$ cat src/rtl/ffaa_pkg.sv
// shared types and constants of the first-fit arena allocator
package ffaa_pkg;

   localparam int ArenaBytes  = 256;
   localparam int HeaderBytes = 16;
   localparam int MaxBlocks   = 16;

   localparam int OFS_W = 9;
   localparam int LEN_W = 9;
   localparam int IDX_W = 4;
   localparam int CNT_W = 5;
   localparam int SUM_W = 10;

   localparam logic [1:0] MODE_ALLOC  = 2'd0;
   localparam logic [1:0] MODE_FREE   = 2'd1;
   localparam logic [1:0] MODE_RESIZE = 2'd2;

   localparam logic [1:0] ST_OK        = 2'd0;
   localparam logic [1:0] ST_NOSPACE   = 2'd1;
   localparam logic [1:0] ST_BADHANDLE = 2'd2;

   // one table entry as stored in the block memory
   typedef struct packed {
      logic [OFS_W-1:0] start;
      logic [LEN_W-1:0] length;
      logic             in_use;
   } entry_type;

   // memory port bundle from the sequencer
   typedef struct packed {
      logic             wr_en;
      logic [IDX_W-1:0] wr_addr;
      entry_type        wr_data;
      logic [IDX_W-1:0] rd_addr;
   } mem_req_type;

endpackage

$ cat src/rtl/ffaa_table_ram.sv
// block table memory: one write port, one registered read port
module ffaa_table_ram (
   input  logic                  clock,
   input  ffaa_pkg::mem_req_type mem_req,
   output ffaa_pkg::entry_type   rd_data
);

   ffaa_pkg::entry_type mem [ffaa_pkg::MaxBlocks];

   always_ff @(posedge clock) begin
      if (mem_req.wr_en) begin
         mem[mem_req.wr_addr] <= mem_req.wr_data;
      end
      rd_data <= mem[mem_req.rd_addr];
   end

endmodule

$ cat src/rtl/ffaa_sequencer.sv
// request sequencer: lookup, compaction, first-fit scan and insertion
module ffaa_sequencer (
   input  logic                          clock,
   input  logic                          reset,
   input  logic                          start,
   input  logic [1:0]                    req_mode,
   input  logic [7:0]                    req_req_size,
   input  logic [ffaa_pkg::OFS_W-1:0]    req_handle,
   output logic                          busy,
   output logic                          rsp_valid,
   output logic [ffaa_pkg::OFS_W-1:0]    rsp_payload_offset,
   output logic [1:0]                    rsp_status,
   output ffaa_pkg::mem_req_type         mem_req,
   input  ffaa_pkg::entry_type           rd_data
);

   typedef enum logic [8:0] {
      S_IDLE    = 9'b000000001,
      S_FIND    = 9'b000000010,
      S_FINDCHK = 9'b000000100,
      S_COMPACT = 9'b000001000,
      S_CMPCHK  = 9'b000010000,
      S_SCAN    = 9'b000100000,
      S_SCANCHK = 9'b001000000,
      S_SHIFT   = 9'b010000000,
      S_DONE    = 9'b100000000
   } state_type;

   localparam logic [ffaa_pkg::SUM_W-1:0] Hdr = ffaa_pkg::SUM_W'(ffaa_pkg::HeaderBytes);
   localparam logic [ffaa_pkg::SUM_W-1:0] Arena = ffaa_pkg::SUM_W'(ffaa_pkg::ArenaBytes);
   localparam logic [ffaa_pkg::CNT_W-1:0] Full = ffaa_pkg::CNT_W'(ffaa_pkg::MaxBlocks);

   state_type state_ff, state_in;
   logic [ffaa_pkg::CNT_W-1:0] count_ff, count_in;
   logic [ffaa_pkg::CNT_W-1:0] rptr_ff, rptr_in;   // read pointer
   logic [ffaa_pkg::CNT_W-1:0] wptr_ff, wptr_in;   // compaction write / insert pos
   logic [1:0] mode_ff, mode_in;
   logic [ffaa_pkg::SUM_W-1:0] need_ff, need_in;
   logic [ffaa_pkg::OFS_W-1:0] handle_ff, handle_in;
   logic [ffaa_pkg::SUM_W-1:0] end_ff, end_in;      // end of previous block in scan
   logic [ffaa_pkg::OFS_W-1:0] ofs_ff, ofs_in;
   logic [1:0] st_ff, st_in;
   logic valid_ff, valid_in;
   ffaa_pkg::entry_type carry_ff, carry_in;           // new entry to insert
   ffaa_pkg::mem_req_type mreq;

   // set in every ripple cycle after the first: rd_data holds the old entry below wptr
   logic shift_pending_ff;

   logic [ffaa_pkg::SUM_W-1:0] rd_end, rd_start_w;

   assign rd_start_w = ffaa_pkg::SUM_W'(rd_data.start);
   assign rd_end = rd_start_w + ffaa_pkg::SUM_W'(rd_data.length);

   assign busy               = (state_ff != S_IDLE);
   assign rsp_valid          = valid_ff;
   assign rsp_payload_offset = ofs_ff;
   assign rsp_status         = st_ff;
   assign mem_req            = mreq;

   always_comb begin
      state_in  = state_ff;
      count_in  = count_ff;
      rptr_in   = rptr_ff;
      wptr_in   = wptr_ff;
      mode_in   = mode_ff;
      need_in   = need_ff;
      handle_in = handle_ff;
      end_in    = end_ff;
      ofs_in    = ofs_ff;
      st_in     = st_ff;
      carry_in  = carry_ff;
      valid_in  = 1'b0;
      mreq         = '0;
      mreq.rd_addr = rptr_ff[ffaa_pkg::IDX_W-1:0];
      mreq.wr_data = rd_data;

      unique case (state_ff)
         S_IDLE: begin
            if (start) begin
               mode_in   = req_mode;
               need_in   = ffaa_pkg::SUM_W'(req_req_size) + Hdr;
               handle_in = req_handle;
               ofs_in    = '0;
               st_in     = ffaa_pkg::ST_OK;
               rptr_in   = '0;
               wptr_in   = '0;
               if (req_mode == ffaa_pkg::MODE_ALLOC ||
                   (req_mode == ffaa_pkg::MODE_RESIZE && req_handle == '0)) begin
                  state_in = S_COMPACT;
               end else if ((req_mode == ffaa_pkg::MODE_FREE ||
                             req_mode == ffaa_pkg::MODE_RESIZE) && req_handle != '0) begin
                  state_in = S_FIND;
               end else begin
                  state_in = S_DONE;
               end
            end
         end
         S_FIND: begin
            if (rptr_ff >= count_ff) begin
               st_in    = ffaa_pkg::ST_BADHANDLE;
               state_in = S_DONE;
            end else begin
               state_in = S_FINDCHK;
            end
         end
         S_FINDCHK: begin
            if (rd_data.in_use &&
                ffaa_pkg::SUM_W'(rd_data.start) + Hdr == ffaa_pkg::SUM_W'(handle_ff)) begin
               mreq.wr_en   = 1'b1;
               mreq.wr_addr = rptr_ff[ffaa_pkg::IDX_W-1:0];
               if (mode_ff == ffaa_pkg::MODE_RESIZE &&
                   ffaa_pkg::SUM_W'(rd_data.length) >= need_ff) begin
                  mreq.wr_data.length = need_ff[ffaa_pkg::LEN_W-1:0];
                  ofs_in   = handle_ff;
                  state_in = S_DONE;
               end else begin
                  mreq.wr_data.in_use = 1'b0;
                  if (mode_ff == ffaa_pkg::MODE_RESIZE) begin
                     rptr_in  = '0;
                     state_in = S_COMPACT;
                  end else begin
                     state_in = S_DONE;
                  end
               end
            end else begin
               rptr_in  = rptr_ff + 1'b1;
               state_in = S_FIND;
            end
         end
         S_COMPACT: begin
            if (rptr_ff >= count_ff) begin
               count_in = wptr_ff;
               rptr_in  = '0;
               end_in   = '0;
               if (wptr_ff == Full) begin
                  st_in    = ffaa_pkg::ST_NOSPACE;
                  state_in = S_DONE;
               end else if (wptr_ff == '0) begin
                  if (need_ff <= Arena) begin
                     wptr_in  = '0;
                     end_in   = '0;
                     state_in = S_SHIFT;
                     carry_in = '{start: '0, length: need_ff[ffaa_pkg::LEN_W-1:0],
                                  in_use: 1'b1};
                     ofs_in   = ffaa_pkg::OFS_W'(Hdr);
                  end else begin
                     st_in    = ffaa_pkg::ST_NOSPACE;
                     state_in = S_DONE;
                  end
               end else begin
                  state_in = S_SCAN;
               end
            end else begin
               state_in = S_CMPCHK;
            end
         end
         S_CMPCHK: begin
            if (rd_data.in_use) begin
               mreq.wr_en   = 1'b1;
               mreq.wr_addr = wptr_ff[ffaa_pkg::IDX_W-1:0];
               wptr_in      = wptr_ff + 1'b1;
            end
            rptr_in  = rptr_ff + 1'b1;
            state_in = S_COMPACT;
         end
         S_SCAN: begin
            state_in = S_SCANCHK;
         end
         S_SCANCHK: begin
            // gap before entry rptr is [end_ff, start)
            if (end_ff + need_ff <= rd_start_w) begin
               wptr_in  = rptr_ff;
               carry_in = '{start: end_ff[ffaa_pkg::OFS_W-1:0],
                            length: need_ff[ffaa_pkg::LEN_W-1:0], in_use: 1'b1};
               ofs_in   = ffaa_pkg::OFS_W'(end_ff + Hdr);
               state_in = S_SHIFT;
            end else if (rptr_ff + 1'b1 >= count_ff) begin
               if (rd_end + need_ff <= Arena) begin
                  wptr_in  = count_ff;
                  carry_in = '{start: rd_end[ffaa_pkg::OFS_W-1:0],
                               length: need_ff[ffaa_pkg::LEN_W-1:0], in_use: 1'b1};
                  ofs_in   = ffaa_pkg::OFS_W'(rd_end + Hdr);
                  state_in = S_SHIFT;
               end else begin
                  st_in    = ffaa_pkg::ST_NOSPACE;
                  state_in = S_DONE;
               end
            end else begin
               end_in   = rd_end;
               rptr_in  = rptr_ff + 1'b1;
               state_in = S_SCAN;
            end
         end
         S_SHIFT: begin
            // ripple entries up one slot: first the new entry, then the old one read last cycle
            mreq.rd_addr = wptr_ff[ffaa_pkg::IDX_W-1:0];
            mreq.wr_en   = 1'b1;
            mreq.wr_addr = wptr_ff[ffaa_pkg::IDX_W-1:0];
            mreq.wr_data = shift_pending_ff ? rd_data : carry_ff;
            if (wptr_ff >= count_ff) begin
               count_in = count_ff + 1'b1;
               state_in = S_DONE;
            end else begin
               wptr_in  = wptr_ff + 1'b1;
               rptr_in  = wptr_ff;
               state_in = S_SHIFT;
            end
         end
         S_DONE: begin
            valid_in = 1'b1;
            state_in = S_IDLE;
         end
         default: state_in = S_IDLE;
      endcase
   end

   always_ff @(posedge clock) begin
      if (reset) begin
         state_ff <= S_IDLE;
         count_ff <= '0;
         valid_ff <= 1'b0;
         shift_pending_ff <= 1'b0;
      end else begin
         state_ff <= state_in;
         count_ff <= count_in;
         valid_ff <= valid_in;
         shift_pending_ff <= (state_ff == S_SHIFT) && (state_in == S_SHIFT);
      end
      rptr_ff   <= rptr_in;
      wptr_ff   <= wptr_in;
      mode_ff   <= mode_in;
      need_ff   <= need_in;
      handle_ff <= handle_in;
      end_ff    <= end_in;
      ofs_ff    <= ofs_in;
      st_ff     <= st_in;
      carry_ff  <= carry_in;
   end

endmodule

$ cat src/rtl/first_fit_arena_allocator_top.sv
// top level of the first-fit arena allocator
// Each request takes one transfer on start while busy is low and returns exactly
// one result, marked by rsp_valid for one cycle; the receiver cannot stall it.
// A request may go through a lookup, compaction, the first-fit scan and the insertion
// ripple, each stepping through the table of at most 16 entries, and then posts
// the result; every step goes through the block table memory with its registered
// read port.
module first_fit_arena_allocator_top (
   input  logic                       clock,
   input  logic                       reset,
   input  logic                       start,
   output logic                       busy,
   input  logic [1:0]                 req_mode,
   input  logic [7:0]                 req_req_size,
   input  logic [ffaa_pkg::OFS_W-1:0] req_handle,
   output logic                       rsp_valid,
   output logic [ffaa_pkg::OFS_W-1:0] rsp_payload_offset,
   output logic [1:0]                 rsp_status
);

   ffaa_pkg::mem_req_type mem_req;
   ffaa_pkg::entry_type   rd_data;

   ffaa_sequencer u_seq (
      .clock, .reset, .start,
      .req_mode, .req_req_size, .req_handle,
      .busy, .rsp_valid, .rsp_payload_offset, .rsp_status,
      .mem_req, .rd_data
   );

   ffaa_table_ram u_ram (
      .clock, .mem_req, .rd_data
   );

endmodule
$ cat config.mk
export PLATFORM = sky130hd
export DESIGN_NAME = first_fit_arena_allocator_top
export DESIGN_NICKNAME = d
export VERILOG_FILES = /design/src/rtl/ffaa_pkg.sv /design/src/rtl/ffaa_table_ram.sv /design/src/rtl/ffaa_sequencer.sv /design/src/rtl/first_fit_arena_allocator_top.sv
export SDC_FILE = /design/constraint.sdc
export NUM_CORES = 1
export LEC_CHECK = 0
export ABC_AREA = 1
export BUFFER_PORTS_ARGS = -buffer_cell sky130_fd_sc_hd__buf_2
export CORE_MARGIN = 10
export CORE_UTILIZATION = 30
export DETAILED_ROUTE_END_ITERATION = 8
export GPL_TIMING_DRIVEN = 0
export SYNTH_ARGS = -nofsm -noshare
export SYNTH_HDL_FRONTEND = slang
export SYNTH_SLANG_ARGS = --single-unit
$ cat constraint.sdc
create_clock -name clock -period 12.12 [get_ports clock]
set_input_delay 1.818 -clock clock [delete_from_list [all_inputs] [get_ports clock]]
set_output_delay 1.818 -clock clock [all_outputs]
set_load 0.03 [all_outputs]
==> results by group <==
Run status
  – Result of the run: finished, final reports clean

Floorplanning
  – DIE WIDTH: 276.6 microns
  – Overall die area: 0.07651 sq mm
  – Number of top-level pins: 35
  – Starting density of the core: between 30 and 40%
  – Core footprint: 0.06551 sq mm
  – Die extent in y: roughly 280 microns
  – Site row count: 94

Layout
  – Sequential Area: ~0.012 sq mm
  – # fillers: between 6000 and 7000
  – Most common cell after layout, fill and taps aside: edfxtp_1
  – Post-layout utilization of the core: a little over a third
  – Area of combinational cells with multiple inputs: about 0.0064 sq mm
  – Layout area overhead: 16.27%
  – Commonest non-fill, non-tap cells in the layout: edfxtp_1, nand2_1, inv_1
  – Number of antenna diodes: 0
  – Fraction of final layout cells with drive strength greater than 1: between 10 and 15%
  – Nets@finish: 2109

Route
  – Wire per inst: ~20 microns
  – Remaining routing DRC violations: 0
  – Remaining antenna violation count: 0
  – Pre-antenna DRT Iters: 5
  – Count of routing violations after the opening detailed-route iteration: 1681
  – Total detailed-routing wirelength: 58600 microns
  – DR vias: 14525
  – Avg Vias per Cell: between 4 and 5

Clock network
  – Number of instances resized during post-cts repair: 0
  – Number of buffers inserted for hold repair after clock tree synthesis: 0
  – CTS Root Buffer Type: clkbuf_16
  – Clock tree sinks: roughly 400
  – CTS H-tree lvls: 2
  – Post-CTS setup buffers: 0
  – Clock tree from TritonCTS: yes
  – Clock Tree Buf Depth: 3
  – Number of clock buffers inserted by TritonCTS: 44
  – Clk_lat worst skew: about 600 ps
  – Clock transition at the registers of the reported paths: around 60 ps

Setup path
  – Worst Reg-to-Reg Cells: 23
  – Setup CP Type: flip-flop to flip-flop
  – Critical path's most frequent cell: nand2_1
  – Data arrival, critical path: ~5500 ps
  – Critical Path Start Type: flip-flop
  – Worst stage delay on the critical path: approximately 800 ps
  – Required time of the critical path: between 10000 and 15000 ps
  – Crit end category: flip-flop
  – Worst path slowest cell: nor2_1
  – Worst-path fanout max: 10
  – Cells along the critical path: ha_1, inv_1, fa_1, o21ai_0, a21oi_1, o21ai_0, nand2_1, nand2_1, a21oi_1, xnor2_1, ha_1, nand2_1, nor2_1, nand2_1, o21ai_0, inv_1, nand2_1, nand2_1, nand3_2, buf_2, nand3_1, nand3_1, nor2_1

Worst hold path
  – Worst min path class: flip-flop to flip-flop
  – Worst hold path stage count: 2

STA
  – Slew margin rel.: 27.15%
  – Period Utilization, post-route: 43.76%
  – Final-layout setup total negative slack: 0 ps
  – Count of pins over their slew limit: 0
  – Slew at the pin closest to its max-slew limit: 1089 ps
  – Final setup violation count: 0
  – Setup WS post-layout: 6816 ps
  – WHS: approximately 500 ps
  – Largest clock skew in the final design: approximately 28 ps
  – Count of endpoints failing hold in the final timing report: 0
  – Minimum clock period after layout: approximately 5300 ps
  – Setup repair after global routing missed its margin: no
  – Peak Freq: ~0.19 GHz

Flow run
  – Maximum capacitance violations: 0

Placement
  – Port buffer count: 34
  – Post-detail-place hpwl: ~42000 microns
  – Placement-stage worst setup slack: between 6000 and 7000 ps
  – Placer Congestion: around 0.9

Yosys
  – Async set or reset register ratio after synthesis: 0%
  – Number of synthesized flops with an enable pin: 373
  – Share of Yosys cell area claimed by the top area cell type: 56.70%
  – Leading cell types by total area after synthesis: edfxtp_1, nand2_1, o211ai_1
  – Synthesis-stage register bit count: 408
  – Synth Warn #: 0
  – Cells after synthesis: 1913
  – Combined area of all synthesized cells: 0.01975 sq mm
  – Number of distinct library cell variants in the gate-level netlist after synthesis: 46
  – Synthesized netlist net count: approximately 2000
  – Most frequently used flop master after synthesis: edfxtp_1
  – Mean area per synthesized cell: between 10 and 15 sq um
  – Cell type contributing the most total cell area after synthesis: edfxtp_1
  – Share of the yosys chip area belonging to registers: between 60% and 70%

Global routing
  – Overall routing resource usage: 14.90%
  – Vias in the first global route: about 14000
  – Antenna violations before repair: 0
  – First-pass GRT wire length: roughly 90000 microns
  – Overflow left after global routing: 0
  – Pin count of the biggest net entering global routing: 19

Pwr
  – P_leak: 0.009213 uW
  – Worst-case vdd ir drop: approximately 0.00012 V
  – Pwr/cell area: 210.8 mW/mm^2
[per-stage QoR]
stage	cells	power, uW	area, sq um
after CTS	2914	4841	22970
after floorplan	1913	2853	19750
after global routing	2914	5091	22970
after global placement	2811	3422	21010
after detailed placement	2833	3452	21490
final	2914	4841	22970
[sequential cells by signal, indices dropped and copies added, names as in the netlist]
signal / flops
u_seq.rsp_status: 2
u_ram.mem: 304
u_seq.rptr_ff: 5
u_seq.need_ff: 9
u_seq.wptr_ff: 5
u_ram.rd_data: 19
u_seq.state_ff: 9
u_seq.end_ff: 10
u_seq.count_ff: 5
u_seq.mode_ff: 2
u_seq.rsp_payload_offset: 9
u_seq.carry_ff: 18
u_seq.rsp_valid: 1
u_seq.handle_ff: 9
u_seq.shift_pending_ff: 1
[worst max-delay path, delay by kind of cell, from the launching register on]
kind	cells	cell delay (ps)
and+or+nand+nor	11	1780
adders and majority gates	3	990
AOI/OAI and AO/OA	5	890
DFF	1	590
buffers and inverters	3	420
xor gates and xnor gates	1	200
[area by class of cell]
| type | instances | area share [%] |
|---|---|---|
| buffer | 72 | 1.542 |
| tap | 864 | 4.707 |
| inverter | 306 | 5.001 |
| sequential | 408 | 51.82 |
| clock inverter | 24 | 1.215 |
| clock buffer | 57 | 5.235 |
| timing repair buffer | 56 | 2.441 |
| multi-input combinational | 1127 | 28.04 |
[cells by family after synthesis]
| family | Yosys count | share of synthesized area, % |
|---|---|---|
| buffers and inverters | 378 | 7.607 |
| muxes | 10 | 0.5320 |
| adders and majority gates | 72 | 4.674 |
| DFF | 408 | 60.25 |
| AOI/OAI and AO/OA | 292 | 9.868 |
| and+or+nand+nor | 720 | 15.61 |
| xor gates and xnor gates | 33 | 1.463 |
[per-layer routing]
metal | vias up | part of all wire, % | track usage [%]
met5 | - | 0 | 0
met4 | 0 | 2.9 | 5.073
met3 | 94 | 7.1 | 2.260
met2 | 549 | 46 | 23.85
met1 | 7060 | 44 | 20.24
li1 | 6822 | - | -
[synth_stat cells, types with 11 or more instances]
master and n:
o22ai_1 11, dfxtp_1 35, edfxtp_1 373, nor3_1 12, ha_1 69, nor2_1 122, a21oi_1 41, o21ai_0 57
buf_2 43, clkbuf_1 20, o211ai_1 157, inv_1 298, nand2_1 370, xor2_1 23, nand3_1 166, nand4_1 28
[worst paths after layout]
path / slack [ps] / startpoint / to
worst max-delay path: 6820 / u_seq.need_ff[0] / u_seq.rsp_payload_offset[0]
worst min-delay path: 490 / u_seq.count_ff[3] / u_seq.count_ff[3]
worst max register to register: 6820 / u_seq.need_ff[0] / u_seq.rsp_payload_offset[0]
worst min register to register: 490 / u_seq.count_ff[3] / u_seq.count_ff[3]
[power breakdown]
part / switching (uW) / leakage, uW / total [uW] / internal (uW)
clock network: 579 / 0.000725 / 1390 / 814
registers: 85.7 / 0.00368 / 1800 / 1710
logic: 1160 / 0.00480 / 1650 / 488
total: 1820 / 0.00921 / 4840 / 3020
No activity file was read; power rests on OpenSTA's default activity.
